## config.mk

```make
export PLATFORM = sky130hd
export DESIGN_NAME = longest_remaining_time_scheduler_core
export DESIGN_NICKNAME = d
export VERILOG_FILES = /design/src/rtl/core/lrts_pkg.sv /design/src/rtl/core/lrts_ram.sv /design/src/rtl/core/lrts_pick.sv /design/src/rtl/core/longest_remaining_time_scheduler_core.sv
export SDC_FILE = /design/constraint.sdc
export NUM_CORES = 1
export LEC_CHECK = 0
export ABC_AREA = 1
export BUFFER_PORTS_ARGS = -buffer_cell sky130_fd_sc_hd__buf_2
export CAP_MARGIN = 20
export CORE_MARGIN = 2
export CORE_UTILIZATION = 35
export DETAILED_ROUTE_END_ITERATION = 10
export PLACE_DENSITY = 0.49
export SKIP_CTS_REPAIR_TIMING = 1
export SLEW_MARGIN = 10
export SYNTH_ARGS = -nofsm -noshare
export SYNTH_HDL_FRONTEND = slang
export SYNTH_SLANG_ARGS = --single-unit
```

## constraint.sdc

```tcl
create_clock -name clk_i -period 21.5 [get_ports clk_i]
set_clock_uncertainty 0.05 [all_clocks]
set_input_delay 3.225 -clock clk_i [delete_from_list [all_inputs] [get_ports clk_i]]
set_output_delay 3.225 -clock clk_i [all_outputs]
set_load 0.005 [all_outputs]
```

## src/rtl/core/lrts_pkg.sv

```systemverilog
// Package for the longest-remaining-time scheduler core.
// Field widths, slot entry layout, sequencer states and shared pick status.
// No dependencies.
`default_nettype none

package lrts_pkg;

  localparam int unsigned SLOTS_DEF = 8;

  localparam int unsigned SLOT_W = 3;
  localparam int unsigned ID_W   = 16;
  localparam int unsigned TIME_W = 32;
  localparam int unsigned BURST_W = 16;

  localparam logic [TIME_W-1:0] TIME_MAX = '1;

  // op field codes
  localparam logic OP_LOAD = 1'b0;
  localparam logic OP_TICK = 1'b1;

  // one slot of the job table as stored in RAM
  typedef struct packed {
    logic [ID_W-1:0]    id;
    logic [TIME_W-1:0]  arrival;
    logic [BURST_W-1:0] remaining;
    logic [BURST_W-1:0] burst;
  } entry_t;

  localparam int unsigned ENTRY_W = $bits(entry_t);

  // tick sequencer
  typedef enum logic [2:0] {
    ST_IDLE,
    ST_SCAN,
    ST_DRAIN,
    ST_UPDATE,
    ST_REPORT
  } state_e;

  // running result of the slot scan
  typedef struct packed {
    logic   found;   // some eligible slot seen
    logic   any_nz;  // at least one slot with work left
    logic   two_nz;  // at least two slots with work left
    entry_t best;    // entry of the current winner
  } pick_t;

endpackage

`default_nettype wire

```

## src/rtl/core/lrts_ram.sv

```systemverilog
// Generic single-port-write, single-port-read RAM with registered read data.
// Depends on nothing.
`default_nettype none

module lrts_ram #(
  parameter int unsigned WIDTH = 8,
  parameter int unsigned DEPTH = 8,
  localparam int unsigned AW = (DEPTH > 1) ? $clog2(DEPTH) : 1
) (
  input  wire logic             clk_i,
  input  wire logic             we_i,
  input  wire logic [AW-1:0]    waddr_i,
  input  wire logic [WIDTH-1:0] wdata_i,
  input  wire logic [AW-1:0]    raddr_i,
  output logic      [WIDTH-1:0] rdata_o
);

  logic [WIDTH-1:0] mem_q [DEPTH];

  // write port
  always_ff @(posedge clk_i) begin
    if (we_i) begin
      mem_q[waddr_i] <= wdata_i;
    end
  end

  // registered read port
  always_ff @(posedge clk_i) begin
    rdata_o <= mem_q[raddr_i];
  end

endmodule

`default_nettype wire

```

## src/rtl/core/lrts_pick.sv

```systemverilog
// Scan unit: takes one slot entry per cycle while en_i is high and keeps the
// eligible slot with most work left (earliest on ties) plus work-left flags.
// Depends on lrts_pkg.
`default_nettype none

module lrts_pick #(
  parameter int unsigned SLOTS = lrts_pkg::SLOTS_DEF,
  localparam int unsigned IW = $clog2(SLOTS)
) (
  input  wire logic                         clk_i,
  input  wire logic                         rst_ni,
  input  wire logic                         clr_i,
  input  wire logic                         en_i,
  input  wire logic [IW-1:0]                idx_i,
  input  wire lrts_pkg::entry_t             entry_i,
  input  wire logic [lrts_pkg::TIME_W-1:0]  now_i,
  output lrts_pkg::pick_t                   pick_o,
  output logic      [IW-1:0]                best_idx_o
);

  lrts_pkg::pick_t pick_q, pick_d;
  logic [IW-1:0]   idx_q, idx_d;
  logic            nz;
  logic            elig;
  logic            take;

  // compare the incoming entry against the current winner
  always_comb begin
    nz     = (entry_i.remaining != '0);
    elig   = nz && (entry_i.arrival <= now_i);
    take   = elig && (!pick_q.found || (entry_i.remaining > pick_q.best.remaining));
    pick_d = pick_q;
    idx_d  = idx_q;
    if (clr_i) begin
      pick_d.found  = 1'b0;
      pick_d.any_nz = 1'b0;
      pick_d.two_nz = 1'b0;
    end else if (en_i) begin
      if (take) begin
        pick_d.found = 1'b1;
        pick_d.best  = entry_i;
        idx_d        = idx_i;
      end
      if (nz) begin
        pick_d.any_nz = 1'b1;
        pick_d.two_nz = pick_q.any_nz;
      end
    end
  end

  // running pick and winner index
  always_ff @(posedge clk_i or negedge rst_ni) begin
    if (!rst_ni) begin
      pick_q <= '0;
      idx_q  <= '0;
    end else begin
      pick_q <= pick_d;
      idx_q  <= idx_d;
    end
  end

  assign pick_o     = pick_q;
  assign best_idx_o = idx_q;

endmodule

`default_nettype wire

```

## src/rtl/core/longest_remaining_time_scheduler_core.sv

```systemverilog
// Top level of the longest-remaining-time-first scheduler.
// Depends on lrts_pkg, lrts_ram and lrts_pick.
//
//  channel  | handshake              | words
//  ---------+------------------------+---------------------------------------
//  command  | start_i, busy_o        | op, slot, job_id, arrival, burst
//  result   | done_o (1-cycle pulse) | idle ... all_done, one per tick
//
// A load word is written to the slot RAM in the cycle it is accepted; busy_o
// stays low, so loads can follow back to back. A tick word runs SCAN, DRAIN,
// UPDATE and REPORT: one RAM read per slot through the single read port, a
// drain state for the read latency, write-back and report; done_o pulses
// in the cycle after that. Reset clears the clock and the per-slot valid
// flags; a slot never loaded reads as all zero. Results cannot be stalled.
`default_nettype none

module longest_remaining_time_scheduler_core #(
  parameter int unsigned SLOTS = lrts_pkg::SLOTS_DEF
) (
  input  wire logic                          clk_i,
  input  wire logic                          rst_ni,
  input  wire logic                          start_i,
  output logic                               busy_o,
  input  wire logic                          op_i,
  input  wire logic [lrts_pkg::SLOT_W-1:0]   slot_i,
  input  wire logic [lrts_pkg::ID_W-1:0]     job_id_i,
  input  wire logic [lrts_pkg::TIME_W-1:0]   arrival_i,
  input  wire logic [lrts_pkg::BURST_W-1:0]  burst_i,
  output logic                               done_o,
  output logic                               idle_o,
  output logic      [lrts_pkg::SLOT_W-1:0]   chosen_slot_o,
  output logic      [lrts_pkg::ID_W-1:0]     chosen_id_o,
  output logic      [lrts_pkg::TIME_W-1:0]   tick_time_o,
  output logic                               completed_o,
  output logic      [lrts_pkg::TIME_W-1:0]   completion_time_o,
  output logic      [lrts_pkg::TIME_W-1:0]   turnaround_o,
  output logic      [lrts_pkg::TIME_W-1:0]   waiting_o,
  output logic                               all_done_o
);

  localparam int unsigned IW = $clog2(SLOTS);

  lrts_pkg::state_e state_q, state_d;
  logic [IW-1:0]    cnt_q, cnt_d;
  logic [lrts_pkg::TIME_W-1:0] clk_time_q, clk_time_d;
  logic [lrts_pkg::TIME_W-1:0] ct;
  logic [SLOTS-1:0] valid_q;

  logic             accept;
  logic             load_go;
  logic             tick_go;
  logic             load_in_range;

  // RAM ports
  logic                        ram_we;
  logic [IW-1:0]               ram_waddr;
  lrts_pkg::entry_t            ram_wdata;
  lrts_pkg::entry_t            ram_rdata;
  logic [lrts_pkg::ENTRY_W-1:0] ram_rdata_raw;

  // compare stage, registered alongside the RAM read data
  logic             cmp_en_q;
  logic [IW-1:0]    cmp_idx_q;
  logic             rd_valid_q;
  lrts_pkg::entry_t cmp_entry;

  lrts_pkg::pick_t  pick;
  logic [IW-1:0]    best_idx;

  // update stage results
  logic                        cmpl_q;
  logic                        all_done_q;
  logic [lrts_pkg::TIME_W-1:0] ct_q;
  logic [lrts_pkg::TIME_W-1:0] tat_q;
  logic [lrts_pkg::BURST_W-1:0] new_rem;

  assign accept        = start_i && !busy_o;
  assign load_in_range = (32'(slot_i) < SLOTS);
  assign load_go       = accept && (op_i == lrts_pkg::OP_LOAD) && load_in_range;
  assign tick_go       = accept && (op_i == lrts_pkg::OP_TICK);
  assign busy_o        = (state_q != lrts_pkg::ST_IDLE);

  // saturating next clock value, also the completion time
  assign ct = (clk_time_q == lrts_pkg::TIME_MAX) ? clk_time_q : clk_time_q + 1'b1;

  // sequencer
  always_comb begin
    state_d    = state_q;
    cnt_d      = cnt_q;
    clk_time_d = clk_time_q;
    case (state_q)
      lrts_pkg::ST_IDLE: begin
        cnt_d = '0;
        if (tick_go) begin
          state_d = lrts_pkg::ST_SCAN;
        end
      end
      lrts_pkg::ST_SCAN: begin
        cnt_d = cnt_q + 1'b1;
        if (cnt_q == IW'(SLOTS - 1)) begin
          state_d = lrts_pkg::ST_DRAIN;
        end
      end
      lrts_pkg::ST_DRAIN: begin
        state_d = lrts_pkg::ST_UPDATE;
      end
      lrts_pkg::ST_UPDATE: begin
        state_d = lrts_pkg::ST_REPORT;
      end
      lrts_pkg::ST_REPORT: begin
        clk_time_d = ct;
        state_d    = lrts_pkg::ST_IDLE;
      end
      default: begin
        state_d = lrts_pkg::ST_IDLE;
      end
    endcase
  end

  always_ff @(posedge clk_i or negedge rst_ni) begin
    if (!rst_ni) begin
      state_q    <= lrts_pkg::ST_IDLE;
      cnt_q      <= '0;
      clk_time_q <= '0;
    end else begin
      state_q    <= state_d;
      cnt_q      <= cnt_d;
      clk_time_q <= clk_time_d;
    end
  end

  // per-slot valid flags: a slot never loaded reads as zero
  always_ff @(posedge clk_i or negedge rst_ni) begin
    if (!rst_ni) begin
      valid_q <= '0;
    end else if (load_go) begin
      valid_q[IW'(slot_i)] <= 1'b1;
    end
  end

  // write port: loads in idle, the winner's write-back in update
  always_comb begin
    new_rem   = pick.best.remaining - 1'b1;
    ram_we    = 1'b0;
    ram_waddr = IW'(slot_i);
    ram_wdata.id        = job_id_i;
    ram_wdata.arrival   = arrival_i;
    ram_wdata.remaining = burst_i;
    ram_wdata.burst     = burst_i;
    if (load_go) begin
      ram_we = 1'b1;
    end else if ((state_q == lrts_pkg::ST_UPDATE) && pick.found) begin
      ram_we              = 1'b1;
      ram_waddr           = best_idx;
      ram_wdata           = pick.best;
      ram_wdata.remaining = new_rem;
    end
  end

  lrts_ram #(
    .WIDTH (lrts_pkg::ENTRY_W),
    .DEPTH (SLOTS)
  ) u_ram (
    .clk_i   (clk_i),
    .we_i    (ram_we),
    .waddr_i (ram_waddr),
    .wdata_i (ram_wdata),
    .raddr_i (cnt_q),
    .rdata_o (ram_rdata_raw)
  );

  assign ram_rdata = lrts_pkg::entry_t'(ram_rdata_raw);

  // align the read data with its slot index
  always_ff @(posedge clk_i or negedge rst_ni) begin
    if (!rst_ni) begin
      cmp_en_q <= 1'b0;
    end else begin
      cmp_en_q <= (state_q == lrts_pkg::ST_SCAN);
    end
  end

  always_ff @(posedge clk_i) begin
    cmp_idx_q  <= cnt_q;
    rd_valid_q <= valid_q[cnt_q];
  end

  assign cmp_entry = rd_valid_q ? ram_rdata : '0;

  lrts_pick #(
    .SLOTS (SLOTS)
  ) u_pick (
    .clk_i      (clk_i),
    .rst_ni     (rst_ni),
    .clr_i      (tick_go),
    .en_i       (cmp_en_q),
    .idx_i      (cmp_idx_q),
    .entry_i    (cmp_entry),
    .now_i      (clk_time_q),
    .pick_o     (pick),
    .best_idx_o (best_idx)
  );

  // update stage: completion, turnaround and the all-done check
  always_ff @(posedge clk_i) begin
    if (state_q == lrts_pkg::ST_UPDATE) begin
      cmpl_q     <= pick.found && (new_rem == '0);
      all_done_q <= !pick.any_nz ||
                    (pick.found && !pick.two_nz && (pick.best.remaining == 16'd1));
      ct_q       <= ct;
      tat_q      <= (ct >= pick.best.arrival) ? ct - pick.best.arrival : '0;
    end
  end

  // result strobe
  always_ff @(posedge clk_i or negedge rst_ni) begin
    if (!rst_ni) begin
      done_o <= 1'b0;
    end else begin
      done_o <= (state_q == lrts_pkg::ST_REPORT);
    end
  end

  // result word
  always_ff @(posedge clk_i) begin
    if (state_q == lrts_pkg::ST_REPORT) begin
      idle_o            <= !pick.found;
      chosen_slot_o     <= pick.found ? lrts_pkg::SLOT_W'(best_idx) : '0;
      chosen_id_o       <= pick.found ? pick.best.id : '0;
      tick_time_o       <= clk_time_q;
      completed_o       <= cmpl_q;
      completion_time_o <= cmpl_q ? ct_q : '0;
      turnaround_o      <= cmpl_q ? tat_q : '0;
      waiting_o         <= (cmpl_q && (tat_q >= 32'(pick.best.burst))) ?
                           tat_q - 32'(pick.best.burst) : '0;
      all_done_o        <= all_done_q;
    end
  end

  // checks
  a_done_idle: assert property (@(posedge clk_i) disable iff (!rst_ni)
    done_o |-> (state_q == lrts_pkg::ST_IDLE))
    else $error("result strobe while a tick is still in flight");

  a_tick_busy: assert property (@(posedge clk_i) disable iff (!rst_ni)
    tick_go |=> busy_o)
    else $error("accepted tick did not raise busy");

  a_cmpl_not_idle: assert property (@(posedge clk_i) disable iff (!rst_ni)
    (done_o && completed_o) |-> !idle_o)
    else $error("completion reported on an idle tick");

  a_cmpl_time: assert property (@(posedge clk_i) disable iff (!rst_ni)
    (done_o && completed_o) |->
      ((completion_time_o == tick_time_o + 32'd1) ||
       (completion_time_o == lrts_pkg::TIME_MAX)))
    else $error("completion time does not follow tick time");

endmodule

`default_nettype wire

```

; ---- Word level (Yosys, flattened, before mapping)
; Memories as Yosys holds them, arrays and structs flattened. A register that Yosys moved wholly into a read port is not among the register bits.
; Index checks and enable logic that the tools add are counted.
[word_totals]
ff_bits = 354
mem_bits_rw = 640
out_inout_bits = 152
memories = 1
[classes]
n_addsub = 5
n_lt_le_gt_ge = 7
eq_ne = 9
muxes = 23
bitwise = 3
reduce_logical = 29
[mem_list]
columns = memory, words, width, rd, rd_clocked_by_memory_dff, write_ports, line
row1 = u_ram.mem_q, 8, 80, 1, 1, 1, lrts_ram.sv:18  ; logic [WIDTH-1:0] mem_q [DEPTH];
[op_table]
columns = operator, n
row1 = $mux 80, 4
row2 = $mux 83, 1
row3 = $add 32x1->32 const B, 1
row4 = $eq 32x32->1 const B, 1
row5 = $ge 32x16->1, 1
row6 = $ge 32x32->1, 1
row7 = $le 32x32->1, 1
row8 = $mux 32, 1
row9 = $sub 32x16->32, 1
row10 = $sub 32x32->32, 1
row11 = $eq 16x1->1 const B, 1
row12 = $gt 16x16->1, 1
row13 = $logic_not 16->1, 1
row14 = $reduce_bool 16->1, 1
row15 = $sub 16x1->16 const B, 1
row16 = $mux 3, 5
row17 = $pmux 3 s4, 1
row18 = $logic_and 1x1->1, 11
row19 = $lt 3x4->1 const B, 2
row20 = $or 8x8->8, 1
row21 = $reduce_bool 2->1, 4
row22 = $mux 1, 7
row23 = $eq 3x2->1 const B, 2
row24 = $eq 3x3->1 const B, 2
row25 = other kinds (15), 23

; ---- Depth between registers and ports, before layout
[depth]
ltp_word = 7
mapped_depth = 25
mapped_depth_nobuf = 24

; ---- Modules after synthesis
; A second synthesis with hierarchy kept.
[unflattened]
hier_cells = 5778
hier_area_um2 = 51329.2
[by_module_without_submodules]
columns = mod, n_inst, cells_each, area_each_um2
row1 = lrts_ram, 1, 2863, 29512.1
row2 = longest_remaining_time_scheduler_core, 1, 2324, 17003.8
row3 = lrts_pick, 1, 591, 4813.4

; ---- Least setup slack after synthesis
; No wires, ideal clock.
[synth_path]
path_kind = flip-flop to flip-flop
from = reg state_q[1]
to = mem u_ram.mem_q[1][0] in the netlist's numbering, enable pin
setup_ns = 0.519
arrival_ns = 9.937
path_slack_ns = 10.994
stages_incl_launch_ff = 7
synth_period_minus_slack_ns = 10.506
cell_sequence = dfrtp_1 inv_1 nor3_1 nand2_1 o21ai_0 nand2_1 nor2_1
[synth_via]
elab_chain_len = 7
word_cells_on_any_way = 12
classes_between = eq/ne: 1 / mux: 6 / reduce/logical: 5
[synth_rtl]
columns = item, line
row1 = start: declaration, longest_remaining_time_scheduler_core.sv:43  ; lrts_pkg::state_e state_q, state_d;
row2 = start signal: assignment, longest_remaining_time_scheduler_core.sv:122  ; state_q <= lrts_pkg::ST_IDLE;
row3 = start signal: assignment, longest_remaining_time_scheduler_core.sv:126  ; state_q <= state_d;
row4 = $reduce_bool 3->1, longest_remaining_time_scheduler_core.sv:81  ; assign busy_o = (state_q != lrts_pkg::ST_IDLE);
row5 = $logic_not 1->1, longest_remaining_time_scheduler_core.sv:77  ; assign accept = start_i && !busy_o;
row6 = $logic_and 1x1->1, longest_remaining_time_scheduler_core.sv:77
row7 = $logic_and 1x1->1, longest_remaining_time_scheduler_core.sv:79  ; assign load_go = accept && (op_i == lrts_pkg::OP_LOAD) && load_in_range;
row8 = $mux 1, longest_remaining_time_scheduler_core.sv:150  ; if (load_go) begin
row9 = $mux 1, lrts_ram.sv:22  ; if (we_i) begin
row10 = $mux 1 (implied by the code), lrts_ram.sv:23  ; mem_q[waddr_i] <= wdata_i;
row11 = end: declaration, lrts_ram.sv:18
; Parallel ways exist; a longest one is shown, timed or not.

; ---- Worst setup path after layout
[layout_path]
from = in op_i
to = mem u_ram.mem_q[3][60] in the netlist's numbering, enable pin
[layout_via]
elab_chain_len = 5
word_cells_on_any_way = 6
classes_between = mux: 4 / bitwise: 1 / reduce/logical: 1
[layout_rtl]
columns = item, line
row1 = start: declaration, longest_remaining_time_scheduler_core.sv:24  ; input wire logic op_i,
row2 = $not 1->1 (*), longest_remaining_time_scheduler_core.sv:79
row3 = $logic_and 1x1->1 (*), longest_remaining_time_scheduler_core.sv:79
row4 = $mux 1, longest_remaining_time_scheduler_core.sv:150
row5 = $mux 1, lrts_ram.sv:22
row6 = $mux 1 (implied by the code), lrts_ram.sv:23
; Every way passes the cells marked *; elsewhere a longest branch is shown, timed or not.

==> results by group <==
Routing
  • Vias: 32500
  • Average vias per placed instance: 4.94
  • DR DRC count: 0
  • Iteration count of the initial detailed-routing pass: 8
  • Final ANT Viol Nets: 0
  • 1st-iter DRT viols: 2849
  • DR WL/cell: 20.7 um
  • WL final: 136000 um

Global route
  • GRT overflow: 0
  • First-pass GRT wire length: 202000 um
  • Initial antenna violation count: 6
  • Largest net degree at the start of global routing: 177
  • All-Layer GR Usage: 19.7%
  • Vias in the first global route: 31200

Synthesis
  • Post-synthesis mux area share: 0%
  • Number of synthesized flops with an enable pin: 856
  • Adder-Cell Fraction of Synth Area: 2.82%
  • Count leader, synth: nand2_1
  • Synth area leaders: edfxtp_1, dfrtp_1, nand2_1
  • Synthesized flop and latch total: 1074
  • List of most frequent post-synthesis cells: nand2_1, edfxtp_1, nor2_1
  • Post-synth top area share: 55.0%
  • Syn Std Cell Area: 0.0467 mm^2
  • Cells after Synth: 4514
  • Cell variety after synth: 45
  • Synth Flop Type: edfxtp_1
  • Sequential area share after synthesis: 65.8%
  • Area share of and/or/nand/nor cells after synthesis: 16.2%
  • Largest family of logic cells by synthesized area: simple AND/OR/NAND/NOR gates
  • FFs w/ async S/R, synth: 12.5%
  • Syn Area/Cell: 10.3 um^2
  • Synth Warn #: 0
  • Post-synthesis xor/xnor area fraction: 1.11%
  • Compound-cell area share of the yosys netlist: 8.73%
  • Post-synth top area cell: edfxtp_1
  • Mapped Nets: 4689

Setup path
  • Worst-path fanout max: 54
  • R2r setup slk: 16340 ps
  • Crit Path Class: in2reg
  • Worst R2R Path Depth: 22
  • Arr. time, crit path: 6060 ps
  • Reg-to-reg startpoint: clk_time_q[0]
  • CP endpoint kind: flip-flop
  • Startpoint types: input port
  • Worst r2r dst: tat_q[26]
  • CP required: 21780 ps

Pwr
  • Switching share of power: 36.0%
  • Leakage power: 21.4 nW
  • Logic pwr share: 28.8%
  • Switch Pwr: 0.00228 W
  • Clock power share: 30.8%
  • Cell Pwr Density: 119 mW/mm^2
  • Internal Power: 0.00406 W
  • Sequential Power Share: 40.4%
  • Maximum VDD drop: 0.0960 mV

CTS
  • Clk buf depth: 3
  • Htree depth: 3
  • Root buf cell: clkbuf_16
  • CTS tree: yes
  • Clock Sinks: 1074
  • CTS buffer count: 115
  • Clk Latency, worst-skew pair: 720 ps
  • Clock-pin slew on the worst setup and hold paths: 60 ps

Run status
  • Status: finished clean

Cells and area
  • Layout Utilization: 40.2%
  • Fillers: 12900
  • Nets: 4881
  • Layout cells sized above 1: 10.5%
  • Synth-to-layout area growth: 14.4%
  • Diodes inserted: 0

Floorplanning
  • Die X: 369 um
  • Initial core utilization: 35.1%
  • # IOs: 223
  • Row cnt: 134
  • Core box area: 0.133 mm^2
  • Die area: 0.136 mm^2
  • DIE HEIGHT: 369 um

Worst hold path
  • Worst hold stages: 0
  • Hold path startpoint: all_done_q
  • Min-delay worst type: reg2reg
  • Hold Path End: all_done_o

Flow run
  • Maxcap violations: 0

Place
  • GPL Wtd Cong: 0.908
  • # port buffers: 222
  • Post-DP HPWL: 87200 um

Timing
  • Max Fclk: 173 MHz
  • RSZ-0062 raised after global routing: no
  • Finish-stage setup viols: 0
  • Relative slew slack: 23.7%
  • Post-Route Setup TNS: 0 ps
  • Slew @ Worst Pin: 1130 ps
  • Tcrit/Tclk final: 26.9%
  • Post-route minimum period: 5780 ps
  • Hold Violations, Final: 0
  • Pins Over Slew Limit: 0
==> cell families after synthesis <==
kind of cell | Yosys count
XOR/XNOR | 59
adder cells (fa/ha/maj) | 104
buffers and inverters | 629
flip-flops | 1074
AO/OA/AOI/OAI | 757
AND/OR/NAND/NOR | 1891
==> layer usage <==
| layer | vias up | wire (um) | GRT usage [%] | part of all wire (%) |
|---|---|---|---|---|
| met5 | - | 25 | 0 | 0.018 |
| met3 | 208 | 7000 | 2.67 | 5.1 |
| li1 | 15700 | - | - | - |
| met4 | 4 | 3950 | 6.53 | 2.9 |
| met2 | 884 | 62400 | 31.3 | 46 |
| met1 | 15700 | 62900 | 27.8 | 46 |
==> worst max path at each step <==
stage                     from  cells after the start                  to
floorplan           state_q[1]                      6   u_ram.mem_q[1][0]
global placement          op_i                      7  u_ram.mem_q[3][60]
detailed placement        op_i                      7  u_ram.mem_q[3][62]
CTS                       op_i                      7  u_ram.mem_q[3][60]
global route              op_i                      7  u_ram.mem_q[3][62]
finish                    op_i                      7  u_ram.mem_q[3][60]
==> worst max-delay path, cell delays in order <==
cell,delay [ps]
buf_2,110
inv_1,40
nand4_1,340
nand2_1,210
nand2_1,240
nor2_4,900
buf_4,910
==> per-stage QoR <==
step	cells	setup WS, ps	instance area (um^2)	hold slack [ps]	total power [W]
2_1_floorplan	4514	10990	46700	316	0.00383
3_3_place_gp	6346	14960	49600	378	0.00444
3_5_place_dp	6349	14900	49600	374	0.00445
4_1_cts	6569	15700	53400	394	0.00642
5_1_grt	6577	15530	53400	410	0.00674
6_report	6577	15720	53400	389	0.00634
==> area by class of cell <==
| type | instances | area, um^2 | share of cell area [%] |
|---|---|---|---|
| repair buffers | 273 | 1500 | 2.80 |
| well taps | 1768 | 2210 | 4.14 |
| flip-flops and latches | 1074 | 30800 | 57.6 |
| clock buffers | 159 | 3220 | 6.02 |
| clock inverters | 61 | 534 | 1.00 |
| inverters | 431 | 1650 | 3.08 |
| multi-input cells | 2811 | 13600 | 25.4 |
==> power by group through the flow <==
stage | logic (W) | registers (W) | clock network [W]
floorplan | 0.00131 | 0.00252 | 0
global placement | 0.00184 | 0.00261 | 0
detailed placement | 0.00184 | 0.00261 | 0
CTS | 0.00185 | 0.00256 | 0.00200
global route | 0.00207 | 0.00258 | 0.00209
finish | 0.00183 | 0.00256 | 0.00195
==> state kept, by name, indices dropped and copies added (netlist names), 8 cells and up <==
signal	cells
u_ram.mem_q	640
u_pick.pick_o	83
u_ram.rdata_o	80
clk_time_q	32
completion_time_o	32
ct_q	32
tat_q	32
tick_time_o	32
turnaround_o	32
waiting_o	32
chosen_id_o	16
valid_q	8
==> placed cells by master (no fill, tap or decap), drive strengths merged, types with 2 or more instances in the layout <==
| cell type | instances |
|---|---|
| o22ai | 81 |
| a21o | 2 |
| nor2 | 755 |
| bufinv | 5 |
| dfrtp | 134 |
| o21ai | 463 |
| o21bai | 11 |
| edfxtp | 856 |
| nor3 | 43 |
| xnor2 | 4 |
| clkinv | 42 |
| xor2 | 55 |
| inv | 437 |
| clkinvlp | 8 |
| a21boi | 2 |
| or2 | 8 |
| a31oi | 82 |
| and2 | 3 |
| a21oi | 105 |
| nor4 | 10 |
| nand3 | 151 |
| o41ai | 5 |
| nand2 | 884 |
| nand3b | 5 |
| clkbuf | 161 |
| buf | 271 |
| fa | 2 |
| nand4 | 29 |
| dfxtp | 84 |
| ha | 102 |
| o21a | 6 |
No activity file was read; power rests on OpenSTA's default activity.
